`src/rtl/scaled_bayer_dither_pixel_expander_core_defines.svh`:
```
// Assertion macros used by the pixel expander datapath.
`ifndef SCALED_BAYER_DITHER_PIXEL_EXPANDER_CORE_DEFINES_SVH
`define SCALED_BAYER_DITHER_PIXEL_EXPANDER_CORE_DEFINES_SVH

// Same-cycle implication, clocked on clk and idle while arst_n is low.
`define SBDPE_ASSERT_IMPL(label, ante, cons, msg) \
	label: assert property (@(posedge clk) disable iff (!arst_n) (ante) |-> (cons)) \
		else $error(msg);

// Next-cycle implication, clocked on clk and idle while arst_n is low.
`define SBDPE_ASSERT_NEXT(label, ante, cons, msg) \
	label: assert property (@(posedge clk) disable iff (!arst_n) (ante) |=> (cons)) \
		else $error(msg);

`endif

```
`src/rtl/sbdpe_pkg.sv`:
```
// Shared types, constants and functions of the pixel expander.
`timescale 1ns / 1ps
`default_nettype none
package sbdpe_pkg;

	localparam int SCALE_FRAC_BITS = 12;
	localparam int SCALE_W         = 15;
	localparam int COORD_W         = 11;
	localparam int SRC_W           = 12;
	localparam int COLOR_W         = 16;
	localparam int GRAY_W          = 8;
	localparam int CFG_IDX_W       = 3;
	localparam int CFG_DATA_W      = 15;
	localparam int IN_DATA_W       = 40;
	localparam int OUT_DATA_W      = 24;
	localparam int PROD_W          = SRC_W + 1 + SCALE_W;
	localparam int SPAN_W          = PROD_W - SCALE_FRAC_BITS + 1;
	localparam int MAX_SCALE       = 4 << SCALE_FRAC_BITS;
	localparam int UNIT_SCALE      = 1 << SCALE_FRAC_BITS;

	// Configuration register indexes
	localparam logic [CFG_IDX_W-1:0] REG_SCALE    = 3'd0;
	localparam logic [CFG_IDX_W-1:0] REG_OFFSET_X = 3'd1;
	localparam logic [CFG_IDX_W-1:0] REG_OFFSET_Y = 3'd2;
	localparam logic [CFG_IDX_W-1:0] REG_LIMIT_X  = 3'd3;
	localparam logic [CFG_IDX_W-1:0] REG_LIMIT_Y  = 3'd4;

	localparam logic [GRAY_W-1:0] BAYER_TBL [0:3][0:3] = '{
		'{8'd15,  8'd135, 8'd45,  8'd165},
		'{8'd195, 8'd75,  8'd225, 8'd105},
		'{8'd60,  8'd180, 8'd30,  8'd150},
		'{8'd240, 8'd120, 8'd210, 8'd90}
	};

	typedef enum logic [1:0] {
		ST_IDLE,
		ST_SPAN,
		ST_EMIT
	} state_t;

	typedef struct packed {
		logic load;
		logic span;
		logic emit;
	} cmd_t;

	typedef struct packed {
		logic empty;
		logic last_pix;
		logic out_free;
	} sts_t;

	// RGB565 to 8-bit gray, weights 77/150/29 over 256
	function automatic logic [GRAY_W-1:0] gray_of(input logic [COLOR_W-1:0] color);
		logic [15:0] r8;
		logic [15:0] g8;
		logic [15:0] b8;
		logic [15:0] sum;
		r8  = {8'd0, color[15:11], 3'd0};
		g8  = {8'd0, color[10:5], 2'd0};
		b8  = {8'd0, color[4:0], 3'd0};
		sum = r8 * 16'd77 + g8 * 16'd150 + b8 * 16'd29;
		return sum[15:8];
	endfunction

	function automatic logic [GRAY_W-1:0] bayer_threshold(input logic [1:0] row,
		input logic [1:0] col);
		return BAYER_TBL[row][col];
	endfunction

endpackage
`default_nettype wire

```
`src/rtl/sbdpe_ctrl.sv`:
```
// Controller state machine: accept, span setup and per-pixel emit sequencing.
`timescale 1ns / 1ps
`default_nettype none
module sbdpe_ctrl (
	input  wire logic             clk,
	input  wire logic             arst_n,
	input  wire logic             in_valid,
	output logic                  in_ready,
	input  wire sbdpe_pkg::sts_t  sts,
	output sbdpe_pkg::cmd_t       cmd
);

	sbdpe_pkg::state_t state_q;
	sbdpe_pkg::state_t state_nxt;

	always_ff @(posedge clk or negedge arst_n) begin
		if (!arst_n) begin
			state_q <= sbdpe_pkg::ST_IDLE;
		end else begin
			state_q <= state_nxt;
		end
	end

	always_comb begin
		state_nxt = state_q;
		case (state_q)
			sbdpe_pkg::ST_IDLE: begin
				if (in_valid) state_nxt = sbdpe_pkg::ST_SPAN;
			end
			sbdpe_pkg::ST_SPAN: begin
				state_nxt = sts.empty ? sbdpe_pkg::ST_IDLE : sbdpe_pkg::ST_EMIT;
			end
			sbdpe_pkg::ST_EMIT: begin
				if (sts.out_free && sts.last_pix) state_nxt = sbdpe_pkg::ST_IDLE;
			end
			default: state_nxt = sbdpe_pkg::ST_IDLE;
		endcase
	end

	always_comb begin
		in_ready = 1'b0;
		cmd      = '0;
		case (state_q)
			sbdpe_pkg::ST_IDLE: begin
				in_ready = 1'b1;
				cmd.load = in_valid;
			end
			sbdpe_pkg::ST_SPAN: begin
				cmd.span = 1'b1;
			end
			sbdpe_pkg::ST_EMIT: begin
				cmd.emit = sts.out_free;
			end
			default: begin
				in_ready = 1'b0;
			end
		endcase
	end

endmodule
`default_nettype wire

```
`src/rtl/sbdpe_datapath.sv`:
```
// Datapath: products, span bounds, raster counters and the output register.
`timescale 1ns / 1ps
`default_nettype none
`include "scaled_bayer_dither_pixel_expander_core_defines.svh"
module sbdpe_datapath (
	input  wire logic                                  clk,
	input  wire logic                                  arst_n,
	input  wire sbdpe_pkg::cmd_t                       cmd,
	output sbdpe_pkg::sts_t                            sts,
	input  wire logic [sbdpe_pkg::SRC_W-1:0]           src_x,
	input  wire logic [sbdpe_pkg::SRC_W-1:0]           src_y,
	input  wire logic [sbdpe_pkg::COLOR_W-1:0]         color,
	input  wire logic [sbdpe_pkg::SCALE_W-1:0]         scale_q12,
	input  wire logic [sbdpe_pkg::COORD_W-1:0]         offset_x,
	input  wire logic [sbdpe_pkg::COORD_W-1:0]         offset_y,
	input  wire logic [sbdpe_pkg::COORD_W-1:0]         limit_x,
	input  wire logic [sbdpe_pkg::COORD_W-1:0]         limit_y,
	output logic                                       out_valid,
	input  wire logic                                  out_ready,
	output logic [sbdpe_pkg::COORD_W-1:0]              pixel_x,
	output logic [sbdpe_pkg::COORD_W-1:0]              pixel_y,
	output logic                                       is_white,
	output logic                                       last
);

	localparam int PW = sbdpe_pkg::PROD_W;
	localparam int SW = sbdpe_pkg::SPAN_W;
	localparam int CW = sbdpe_pkg::COORD_W;
	localparam int FB = sbdpe_pkg::SCALE_FRAC_BITS;

	logic [sbdpe_pkg::SCALE_W-1:0] scale_c;
	logic [PW-1:0]                 px_s1;
	logic [PW-1:0]                 py_s1;
	logic [sbdpe_pkg::SCALE_W-1:0] scale_s1;
	logic [sbdpe_pkg::GRAY_W-1:0]  gray_s1;

	logic [PW-1:0] qx;
	logic [PW-1:0] qy;
	logic [SW-1:0] ax;
	logic [SW-1:0] bx;
	logic [SW-1:0] wx;
	logic [SW-1:0] cx1;
	logic [SW-1:0] ay;
	logic [SW-1:0] by;
	logic [SW-1:0] wy;
	logic [SW-1:0] cy1;

	logic [CW-1:0] x0_q;
	logic [CW-1:0] x1_q;
	logic [CW-1:0] y1_q;
	logic [CW-1:0] cx_q;
	logic [CW-1:0] cy_q;
	logic [CW-1:0] cx_inc;
	logic [CW-1:0] cy_inc;
	logic          row_end;
	logic          out_valid_q;
	logic [CW-1:0] pixel_x_q;
	logic [CW-1:0] pixel_y_q;
	logic          is_white_q;
	logic          last_q;

	// Saturate scale at 4.0
	assign scale_c = (scale_q12 > sbdpe_pkg::SCALE_W'(sbdpe_pkg::MAX_SCALE)) ?
		sbdpe_pkg::SCALE_W'(sbdpe_pkg::MAX_SCALE) : scale_q12;

	always_ff @(posedge clk) begin
		if (cmd.load) begin
			px_s1    <= PW'(src_x) * PW'(scale_c);
			py_s1    <= PW'(src_y) * PW'(scale_c);
			scale_s1 <= scale_c;
			gray_s1  <= sbdpe_pkg::gray_of(color);
		end
	end

	// Span end uses (c+1)*s = c*s + s, so one multiplier per axis suffices
	always_comb begin
		qx  = px_s1 + PW'(scale_s1);
		qy  = py_s1 + PW'(scale_s1);
		ax  = SW'(offset_x) + SW'(px_s1 >> FB);
		bx  = SW'(offset_x) + SW'(qx >> FB);
		ay  = SW'(offset_y) + SW'(py_s1 >> FB);
		by  = SW'(offset_y) + SW'(qy >> FB);
		wx  = (bx <= ax) ? ax + SW'(1) : bx;
		wy  = (by <= ay) ? ay + SW'(1) : by;
		cx1 = (wx > SW'(limit_x)) ? SW'(limit_x) : wx;
		cy1 = (wy > SW'(limit_y)) ? SW'(limit_y) : wy;
	end

	assign cx_inc  = cx_q + CW'(1);
	assign cy_inc  = cy_q + CW'(1);
	assign row_end = (cx_inc == x1_q);

	// Start column never falls below offset, so only the upper bound clips
	always_ff @(posedge clk) begin
		if (cmd.span) begin
			x0_q <= ax[CW-1:0];
			x1_q <= cx1[CW-1:0];
			y1_q <= cy1[CW-1:0];
			cx_q <= ax[CW-1:0];
			cy_q <= ay[CW-1:0];
		end else if (cmd.emit) begin
			if (row_end) begin
				cx_q <= x0_q;
				cy_q <= cy_inc;
			end else begin
				cx_q <= cx_inc;
			end
		end
	end

	always_ff @(posedge clk or negedge arst_n) begin
		if (!arst_n) begin
			out_valid_q <= 1'b0;
		end else if (cmd.emit) begin
			out_valid_q <= 1'b1;
		end else if (out_ready) begin
			out_valid_q <= 1'b0;
		end
	end

	always_ff @(posedge clk) begin
		if (cmd.emit) begin
			pixel_x_q  <= cx_q;
			pixel_y_q  <= cy_q;
			is_white_q <= gray_s1 > sbdpe_pkg::bayer_threshold(cy_q[1:0], cx_q[1:0]);
			last_q     <= sts.last_pix;
		end
	end

	assign sts.empty    = (ax >= cx1) || (ay >= cy1);
	assign sts.last_pix = row_end && (cy_inc == y1_q);
	assign sts.out_free = !out_valid_q || out_ready;

	assign out_valid = out_valid_q;
	assign pixel_x   = pixel_x_q;
	assign pixel_y   = pixel_y_q;
	assign is_white  = is_white_q;
	assign last      = last_q;

	`SBDPE_ASSERT_IMPL(a_emit_slot_free, cmd.emit, !out_valid_q || out_ready, "emit over a held pixel")
	`SBDPE_ASSERT_IMPL(a_emit_in_rect, cmd.emit, (cx_q < x1_q) && (cy_q < y1_q), "raster left rectangle")
	`SBDPE_ASSERT_NEXT(a_span_nonempty, cmd.span && !sts.empty, (x0_q < x1_q) && (cy_q < y1_q), "empty span taken")

endmodule
`default_nettype wire

```
`src/rtl/scaled_bayer_dither_pixel_expander_core.sv`:
```
// Top level of the scaled Bayer dither pixel expander: config registers and core wiring.
`timescale 1ns / 1ps
`default_nettype none
// Each transfer on s_axis carries one RGB565 source pixel with its source column and
// row. The pixel is reduced to 8-bit gray ((77*R8 + 150*G8 + 29*B8) >> 8), scaled by
// nearest neighbour into an output rectangle from offset + floor(coord*scale) up to
// offset + floor((coord+1)*scale), widened to at least one pixel, and clipped to
// [offset_x, limit_x) x [offset_y, limit_y). Every surviving pixel leaves on m_axis
// in row-major order as white when gray exceeds the 4x4 Bayer threshold at
// (y&3, x&3), black otherwise; tlast marks the final pixel of a source pixel, and a
// fully clipped source pixel produces no transfer at all. Scale is unsigned Q3.12
// (4096 = 1.0) and saturates at 4.0, so one source pixel yields at most 16 pixels.
// Sequence: accept the item and register the two coordinate products, then build and
// clip the rectangle, then emit one output pixel per cycle while m_axis takes them; a
// fully clipped item returns to idle after the rectangle step. s_axis_tready is high
// only between items, but the final pixel may still sit in the output register while
// the next item is taken. Write configuration through cfg_* only while the block is
// idle; cfg_ready is always high and indexes past limit_y are ignored.
module scaled_bayer_dither_pixel_expander_core (
	input  wire logic                                 clk,
	input  wire logic                                 arst_n,
	// Configuration write channel
	input  wire logic                                 cfg_valid,
	output logic                                      cfg_ready,
	input  wire logic [sbdpe_pkg::CFG_IDX_W-1:0]      cfg_index,
	input  wire logic [sbdpe_pkg::CFG_DATA_W-1:0]     cfg_data,
	// Source pixel stream
	input  wire logic                                 s_axis_tvalid,
	output logic                                      s_axis_tready,
	input  wire logic [sbdpe_pkg::IN_DATA_W-1:0]      s_axis_tdata,  // src_x, src_y, color
	// Output pixel stream
	output logic                                      m_axis_tvalid,
	input  wire logic                                 m_axis_tready,
	output logic [sbdpe_pkg::OUT_DATA_W-1:0]          m_axis_tdata,  // pixel_x, pixel_y,
	                                                                 // is_white, zero pad
	output logic                                      m_axis_tlast
);

	localparam int CW = sbdpe_pkg::COORD_W;
	localparam int SR = sbdpe_pkg::SRC_W;

	logic [sbdpe_pkg::SCALE_W-1:0] scale_q12_q;
	logic [CW-1:0]                 offset_x_q;
	logic [CW-1:0]                 offset_y_q;
	logic [CW-1:0]                 limit_x_q;
	logic [CW-1:0]                 limit_y_q;

	sbdpe_pkg::cmd_t cmd;
	sbdpe_pkg::sts_t sts;

	logic [CW-1:0] pixel_x;
	logic [CW-1:0] pixel_y;
	logic          is_white;

	// Configuration registers: always ready, one register per transfer
	assign cfg_ready = 1'b1;

	always_ff @(posedge clk or negedge arst_n) begin
		if (!arst_n) begin
			scale_q12_q <= sbdpe_pkg::SCALE_W'(sbdpe_pkg::UNIT_SCALE);
			offset_x_q  <= '0;
			offset_y_q  <= '0;
			limit_x_q   <= '0;
			limit_y_q   <= '0;
		end else if (cfg_valid) begin
			case (cfg_index)
				sbdpe_pkg::REG_SCALE:    scale_q12_q <= cfg_data[sbdpe_pkg::SCALE_W-1:0];
				sbdpe_pkg::REG_OFFSET_X: offset_x_q  <= cfg_data[CW-1:0];
				sbdpe_pkg::REG_OFFSET_Y: offset_y_q  <= cfg_data[CW-1:0];
				sbdpe_pkg::REG_LIMIT_X:  limit_x_q   <= cfg_data[CW-1:0];
				sbdpe_pkg::REG_LIMIT_Y:  limit_y_q   <= cfg_data[CW-1:0];
				default: ;
			endcase
		end
	end

	sbdpe_ctrl u_ctrl (
		.clk      (clk),
		.arst_n   (arst_n),
		.in_valid (s_axis_tvalid),
		.in_ready (s_axis_tready),
		.sts      (sts),
		.cmd      (cmd)
	);

	sbdpe_datapath u_datapath (
		.clk       (clk),
		.arst_n    (arst_n),
		.cmd       (cmd),
		.sts       (sts),
		.src_x     (s_axis_tdata[SR-1:0]),
		.src_y     (s_axis_tdata[2*SR-1:SR]),
		.color     (s_axis_tdata[2*SR+sbdpe_pkg::COLOR_W-1:2*SR]),
		.scale_q12 (scale_q12_q),
		.offset_x  (offset_x_q),
		.offset_y  (offset_y_q),
		.limit_x   (limit_x_q),
		.limit_y   (limit_y_q),
		.out_valid (m_axis_tvalid),
		.out_ready (m_axis_tready),
		.pixel_x   (pixel_x),
		.pixel_y   (pixel_y),
		.is_white  (is_white),
		.last      (m_axis_tlast)
	);

	// Pack pixel_x low, then pixel_y, then is_white; pad to a whole byte
	assign m_axis_tdata = sbdpe_pkg::OUT_DATA_W'({is_white, pixel_y, pixel_x});

endmodule
`default_nettype wire
```
`config.mk`:
```
export PLATFORM = sky130hd
export DESIGN_NAME = scaled_bayer_dither_pixel_expander_core
export DESIGN_NICKNAME = d
export VERILOG_FILES = /design/src/rtl/sbdpe_pkg.sv /design/src/rtl/sbdpe_ctrl.sv /design/src/rtl/sbdpe_datapath.sv /design/src/rtl/scaled_bayer_dither_pixel_expander_core.sv
export VERILOG_INCLUDE_DIRS = /design/src /design/src/rtl
export SDC_FILE = /design/constraint.sdc
export NUM_CORES = 1
export LEC_CHECK = 0
export BUFFER_PORTS_ARGS = -buffer_cell sky130_fd_sc_hd__buf_2
export CELL_PAD_IN_SITES_DETAIL_PLACEMENT = 1
export CELL_PAD_IN_SITES_GLOBAL_PLACEMENT = 2
export CORE_MARGIN = 2
export CORE_UTILIZATION = 25
export CTS_CLUSTER_DIAMETER = 120
export DETAILED_ROUTE_END_ITERATION = 7
export PLACE_DENSITY = 0.57
export REMOVE_ABC_BUFFERS = 1
export SLEW_MARGIN = 10
export SYNTH_ARGS = -nofsm -noshare
export SYNTH_HDL_FRONTEND = slang
export SYNTH_SLANG_ARGS = --single-unit
```
`constraint.sdc`:
```
create_clock -name clk -period 9.5 [get_ports clk]
set_clock_uncertainty 0.15 [all_clocks]
set_input_delay 1.425 -clock clk [delete_from_list [all_inputs] [get_ports clk]]
set_output_delay 1.425 -clock clk [all_outputs]
set_load 0.01 [all_outputs]
```
==> results summary, run 1 <==
The boundary pin count is 91. STA classifies the critical path endpoint as a flip-flop. The maximum frequency from static timing analysis came out at 99.78 MHz. The area added between synthesis and finish is 19.23%. The sum of negative setup slack is -522.5 ps.

The area inside the core boundary is 113,000 um2. The fraction of the cycle the final worst path needs came out at 105.5%. The placement row count is ~120. Sorting the synthesized cells by area gives the leading types as sky130_fd_sc_hd__fa_1, sky130_fd_sc_hd__ha_1, sky130_fd_sc_hd__edfxtp_1. The count of pins over their slew limit is 0. The number of antenna violations at the first check in global routing came out at 3.

The total via count after detailed routing is 21,665. The peak fanout along the critical path is 3. The most common flop cell mapped by yosys is sky130_fd_sc_hd__edfxtp_1. Data on the critical path arrives at its endpoint at 10,410 ps.

In the final routed layout, each cell accounts on average for 17.92 um. The sequential-to-total area share from yosys stat came out at 21.84%. The reported max-cap violation count came out at 0. TritonCTS built the clock tree. The number of warnings printed during yosys synthesis is 0. The distinct cell type count of the synthesized netlist is a little over 90. The wire length of the first global-routing pass is 138,400 um. Counting I/O delays and the setup requirement, the final critical path takes 10,020 ps.

The cell count of the worst reg-to-reg path came out at between 50 and 60. The die footprint is 117,000 um2. STA classifies the critical path startpoint as a flip-flop. Entering global routing, the biggest net connects 66 pins. Broken down by cell family, the worst path's largest delay share belongs to compound AO/OA/AOI/OAI gates. The instance count on the critical path is 53. The final reports fail on negative setup slack. Setup repair after global routing could not meet its margin everywhere. The clock passes through at most 3 buffers. The synthesized design contains 218 register bits. The delay contributed by the slowest stage of the critical path is about 480 ps. The actual slew at the worst max-slew pin is 1074 ps.

The TritonCTS buffer count is 29. The number of DRC markers in iteration 0 came out at roughly 770. Counting instances, the worst hold path has a depth of 0. Across every metal layer, demand over resource in global routing totals 14.95%. In this run the clock root is driven by a sky130_fd_sc_hd__clkbuf_16. The initial utilization of the core area, before any placement, comes to 25.28%. The clock insertion delay at the later pin of the skew report is 600 ps. The remaining design rule violation count is 0. The number of standard cells after synthesis came out at 2,982. After legalization and detailed placement, the total HPWL measured 69,980 um. The post-synthesis async set-or-reset flop share is 28.44%. The x dimension of the die came out at around 340 um.

The filler cells instantiated in the layout total between 10,000 and 15,000. The global-route congestion overflow total is 0. The worst slew margin relative to its limit is approximately 28%. The clock-pin transition on the worst setup and hold timing paths is 60 ps. The count of final setup violators is 1. The post-synthesis area per instance is 9.577 um2. The cell area after technology mapping came out at 28,560 um2. The dominant cell type by count on the critical path is sky130_fd_sc_hd__o21a_1. The biggest area contributor in the post-synthesis netlist is sky130_fd_sc_hd__fa_1.

The critical path's slowest cell is sky130_fd_sc_hd__or4_4. The remaining number of nets flagged by the antenna check after routing is 0. At the end of routability-driven placement, the weighted congestion stood at 0.7816. Counting every sink on the clock net gives 218. The detailed-route wire length is 86,270 um. The number of nets at the end of the flow is between 4,000 and 5,000. In this run the number of H-tree levels came out at 1. The run finished, with violations left. The final number of hold-violating endpoints came out at 0. After detailed routing, the number of vias per cell comes to between 4 and 5. The number of global-route vias before repair is 23,895. Measured along the y axis, the die boundary spans 342.0 um. The count of input and output buffers is 88.

The critical path required time is just under 10,000 ps. The worst setup path is of the reg2reg kind. The minimum setup slack in the final design came out at -522.5 ps. The fraction of synthesized cell area taken by the top area cell type came out at about a fifth. The number of detailed-route iterations in the first pass is 5. The hold buffer count at CTS came out at 0. In this run, synthesis inferred 156 flip-flops with an integrated enable. The path class of the lowest-slack min-delay path is reg2reg. The critical path contains buffers and inverters numbering 5 combined. In the final layout, the share of cells above drive strength 1 is 17.86%.
[metal layers]
layer	global-route usage (%)	share of wire, %	wire length, um
met1	21.40	50	43330
met2	25.10	47	40170
met3	1.215	1.8	1582
met4	2.001	1.4	1192
met5	0	0	0
[timing repair]
action | in CTS | in global routing
setup endpoints to repair | 1 | 1
endpoints found under the hold margin | 0 | 0
buffers inserted | 17 | 14
pin swaps | 40 | 70
resized for setup | 45 | 56
[placed cells by master (no fill, tap or decap), drive strengths merged, types with 7 or more instances in the layout]
cell type,instances
xor2,57
clkbuf,42
nor4,12
and3,15
o21a,27
o21ai,103
clkinv,10
nand2,337
nor2b,42
conb,12
a21o,31
fa,285
a211oi,20
o2111ai,10
edfxtp,156
buf,355
or2,9
nand4,30
nor2,124
a21oi,113
nand2b,29
inv,438
nor3b,7
xnor2,134
o21bai,17
a221o,12
ha,379
nor3,43
o211ai,11
a221oi,11
o31a,8
mux2i,26
mux2,70
dfrtp,61
or3,13
and2,134
nand3,53
[cells by family (layout without fill, tap and decap cells)]
| group | Yosys count | count (layout) | synth area share (%) |
|---|---|---|---|
| AO/OA/AOI/OAI | 421 | 421 | 10.02 |
| XOR/XNOR | 191 | 191 | 5.884 |
| adder cells (fa/ha/maj) | 668 | 668 | 36.75 |
| buffers and inverters | 524 | 846 | 7.041 |
| flip-flops | 218 | 218 | 21.84 |
| multiplexers | 96 | 96 | 3.777 |
| other | 2 | 13 | 0.02630 |
| AND/OR/NAND/NOR | 862 | 862 | 14.66 |
[final timing paths]
check / from / endpoint / slack [ps]
worst max-delay path: u_datapath.scale_s1[7]$_DFFE_PP_ / u_ctrl.state_q[1]$_DFFE_PN0P_ / -520
worst min-delay path: u_datapath.cx_q[10]$_DFFE_PP_ / u_datapath.pixel_x[10]$_DFFE_PP_ / 330
worst max register to register: u_datapath.scale_s1[7]$_DFFE_PP_ / u_ctrl.state_q[1]$_DFFE_PN0P_ / -520
worst min register to register: u_datapath.cx_q[10]$_DFFE_PP_ / u_datapath.pixel_x[10]$_DFFE_PP_ / 330
max in group asynchronous: arst_n / limit_y_q[9]$_DFFE_PN0P_ / 7720
min in group asynchronous: arst_n / offset_y_q[10]$_DFFE_PN0P_ / 790
[synthesized netlist by cell type (18+ instances only)]
| cell | number |
|---|---|
| sky130_fd_sc_hd__o21ai_0 | 96 |
| sky130_fd_sc_hd__a21o_1 | 31 |
| sky130_fd_sc_hd__a21oi_1 | 111 |
| sky130_fd_sc_hd__o21a_1 | 27 |
| sky130_fd_sc_hd__inv_1 | 437 |
| sky130_fd_sc_hd__xor2_1 | 56 |
| sky130_fd_sc_hd__a211oi_1 | 18 |
| sky130_fd_sc_hd__nor2b_1 | 42 |
| sky130_fd_sc_hd__nor3_1 | 41 |
| sky130_fd_sc_hd__nand2b_1 | 29 |
| sky130_fd_sc_hd__mux2i_1 | 26 |
| sky130_fd_sc_hd__edfxtp_1 | 156 |
| sky130_fd_sc_hd__clkbuf_1 | 73 |
| sky130_fd_sc_hd__nor2_1 | 124 |
| sky130_fd_sc_hd__dfrtp_1 | 61 |
| sky130_fd_sc_hd__and2_1 | 134 |
| sky130_fd_sc_hd__ha_1 | 379 |
| sky130_fd_sc_hd__xnor2_1 | 134 |
| sky130_fd_sc_hd__nand2_1 | 337 |
| sky130_fd_sc_hd__nand3_1 | 52 |
| sky130_fd_sc_hd__mux2_2 | 62 |
| sky130_fd_sc_hd__fa_1 | 285 |
| sky130_fd_sc_hd__nand4_1 | 30 |
[metrics by stage]
stage	utilization [%]	cell area [um2]	setup slack, ps	cells	hold slack, ps
detailed placement	28.68	32390	-1272	4729	318.4
global placement	28.68	32390	-1075	4729	313.0
finish	30.14	34050	-522.5	4815	325.3
global route	30.14	34050	-978.2	4814	351.3
CTS	29.78	33640	-655.0	4800	331.9
floorplan	-	28220	-1124	2905	298.9
[worst register-to-register path, delay by kind of cell, from the launching register on]
kind	cells	cell delay [ps]
adders and majority gates	6	1620
DFF	1	400
xor gates and xnor gates	2	360
buffers and inverters	5	720
muxes	2	460
and+or+nand+nor	16	2740
AOI/OAI and AO/OA	22	3530
[final cells by class]
type	instances	area (um2)	area share [%]
timing repair buffer	355	2495	7.328
clock buffer	42	794.5	2.334
sequential	218	6237	18.32
tap	1500	1877	5.512
inverter	437	1640	4.818
antenna	1	2.502	0.007350
clock inverter	12	112.6	0.3307
multi-input combinational	2250	20890	61.35
[flip-flops by register name, summed over array words and instances (netlist names), 15 cells and up]
| register | cells |
|---|---|
| scale_q12_q | 15 |
| u_datapath.py_s1 | 27 |
| u_datapath.scale_s1 | 15 |
| u_datapath.px_s1 | 27 |
Power of run 1 is not shown: default switching activity piles up to over one toggle a cycle in this logic, so the estimate is an artifact.
==> run 2: changes to the inputs <==
CELL_PAD_IN_SITES_GLOBAL_PLACEMENT = 1   (was 2)
PLACE_DENSITY = 0.49   (was 0.57)
==> results summary, run 2 (synthesis gave the netlist of run 1 again) <==
The run finished, with violations left. The checks that failed: negative setup slack. The count of input and output buffers came out at 88. The cell family contributing the most delay on the critical path is compound AO/OA/AOI/OAI gates. The most critical setup path has its startpoint at u_datapath.scale_s1[10]$_DFFE_PP_.

The count of pins over their slew limit came to 0. The starting utilization of the core area came out at between 20% and 30%. The remaining number of nets flagged by the antenna check after routing came out at 0. The TritonCTS sink count came out at roughly 220. Of all nets on the critical path, the largest fanout is 4. The filler cell count in the final layout is 13,103. The critical path required time came out at 9820 ps. At the later pin of the worst-skew pair, clock insertion delay measures 540 ps. The number of global-route vias before repair came out at 23,124. The maximum number of pins on one net before global-route repair came out at 63. The boundary pin count is 91.

On the worst path, the slowest cell contributes a delay of 470 ps. The kind of launch point of the worst setup path is a flip-flop. The core region is around 110,000 um2.

The global-route congestion overflow total came out at 0. The TritonCTS buffer count came out at 26. The fraction of the cycle the final worst path needs came out at 105.6%.

The maximum frequency from static timing analysis came out at ~100 MHz. The data arrival time of the critical path came out at 10,360 ps. The height of the die is 342.0 um. Leaving out fill and tap cells, the most frequent cell in the layout is sky130_fd_sc_hd__inv_1. The hold buffer count at CTS is 0. The library cells used most frequently in the layout, excluding fill and tap cells, are sky130_fd_sc_hd__inv_1, sky130_fd_sc_hd__ha_1, sky130_fd_sc_hd__nand2_1. The count of buffering cells on the critical path with inverters included came out at 4. The number of nets at the end of the flow is 3,991. The detailed router finished its first iteration with 869 violations. The worst setup path is captured at a flip-flop. The first global-routing pass estimated around 130,000 um of wire. The routed design has 85,350 um of wire.

The minimum setup slack in the final design is -536.6 ps. Setup repair after global routing could not meet its margin everywhere. Summing all multi-input logic gate instances after layout gives 20,670 um2. Compared with the post-synthesis result, the final layout area differs by 17.57%. Counting along the longest clock path gives a buffer depth of 3. The remaining design rule violation count is 0.

The worst reg2reg path startpoint is u_datapath.scale_s1[10]$_DFFE_PP_. The count of final setup violators is 1. The share of cells above drive strength 1 came out at between 15 and 20%. The cell chosen for the clock root is sky130_fd_sc_hd__clkbuf_16.

In the final layout, the registers with the most flip-flops are u_datapath.px_s1: 27 flops, u_datapath.py_s1: 27 flops. The worst hold path begins at u_datapath.cx_q[10]$_DFFE_PP_. Across the whole layout, storage elements account for about 6200 um2. The x dimension of the die is 342.0 um. The initialized floorplan defines 123 standard-cell rows.

The worst slew margin relative to its limit is 23.77%. The number of detailed-route iterations in the first pass is 4. The detailed-route vias per instance is 4.474. Among all stages on the critical path, the largest delay is contributed by sky130_fd_sc_hd__or4_1. The final critical delay including setup and external delays is between 10,000 and 15,000 ps.

The final number of hold-violating endpoints came to 0. The number of antenna violations at the first check in global routing is 5. The actual slew at the worst max-slew pin came out at 1139 ps.

Dividing the detail-routed wire length by the instance count gives 17.84 um. The global router's overall resource usage came out at 14.67%. Summed over all failing endpoints, the final setup total negative slack is -536.6 ps. The final weighted congestion of routability-driven global placement is 0.7955.

The total number of H-tree levels is 1. TritonCTS built the clock tree. The post-DP HPWL is 70,830 um. In this design, the critical path's most frequently occurring cell is sky130_fd_sc_hd__o21a_1.

The total via count after detailed routing came out at ~21,000. After clock tree synthesis, the clock-pin slew on the worst setup and hold paths is 60 ps. The reported max-cap violation count is 0.

The kind of critical path is reg2reg. The min-delay analysis places its worst path in the category reg2reg. The die footprint is 117,000 um2.
[run 2: per-layer routing]
| metal | routed length (um) | vias up | share of wire [%] | track usage, % |
|---|---|---|---|---|
| met1 | 44020 | 10642 | 52 | 21.43 |
| met2 | 38660 | 191 | 45 | 24.20 |
| met3 | 1502 | 53 | 1.8 | 0.9876 |
| li1 | - | 10519 | - | - |
| met4 | 1167 | 0 | 1.4 | 2.047 |
| met5 | 0 | - | 0 | 0 |
[run 2: final cells by class]
type | count | share of cell area (%)
diodes | 1 | 0.007453
clock buffers | 39 | 2.329
clock inverters | 8 | 0.2348
inverters | 437 | 4.886
multi-input cells | 2250 | 61.55
flip-flops and latches | 218 | 18.58
well taps | 1500 | 5.590
repair buffers | 331 | 6.823
[run 2: worst paths after layout]
path,end,slack (ps),cells past startpoint
setup reg to reg,u_ctrl.state_q[1]$_DFFE_PN0P_,-540,53
min in group asynchronous,offset_y_q[10]$_DFFE_PN0P_,880,1
setup / recovery,u_ctrl.state_q[1]$_DFFE_PN0P_,-540,53
hold reg to reg,u_datapath.pixel_x[10]$_DFFE_PP_,330,0
hold / removal,u_datapath.pixel_x[10]$_DFFE_PP_,330,0
max in group asynchronous,offset_x_q[0]$_DFFE_PN0P_,7730,1
[run 2: what timing repair did]
item,4_1_cts,5_1_grt
pin swaps,22,37
setup buffers,9,9
gates resized for setup,26,40
endpoints found under the setup margin,1,1
[run 2: through the flow]
step	cells	area (um2)	util (%)	worst slack, ps	hold slack [ps]
after floorplan	2905	28220	-	-1124	298.9
after global placement	4718	32310	28.60	-791.6	309.3
after detailed placement	4718	32310	28.60	-909.0	317.7
after CTS	4774	33370	29.54	-636.5	331.8
after global routing	4783	33570	29.72	-1103	346.6
final	4784	33570	29.72	-536.6	325.6
[run 2: worst register-to-register path: cells and delay by family, from the launching register on]
family                     cells  cell delay [ps]
buffers and inverters          4              520
AOI/OAI and AO/OA             22             3570
DFF                            1              430
muxes                          2              460
and+or+nand+nor               17             2760
adders and majority gates      6             1810
xor gates and xnor gates       2              290
Power of run 2 is left out for the same reason.
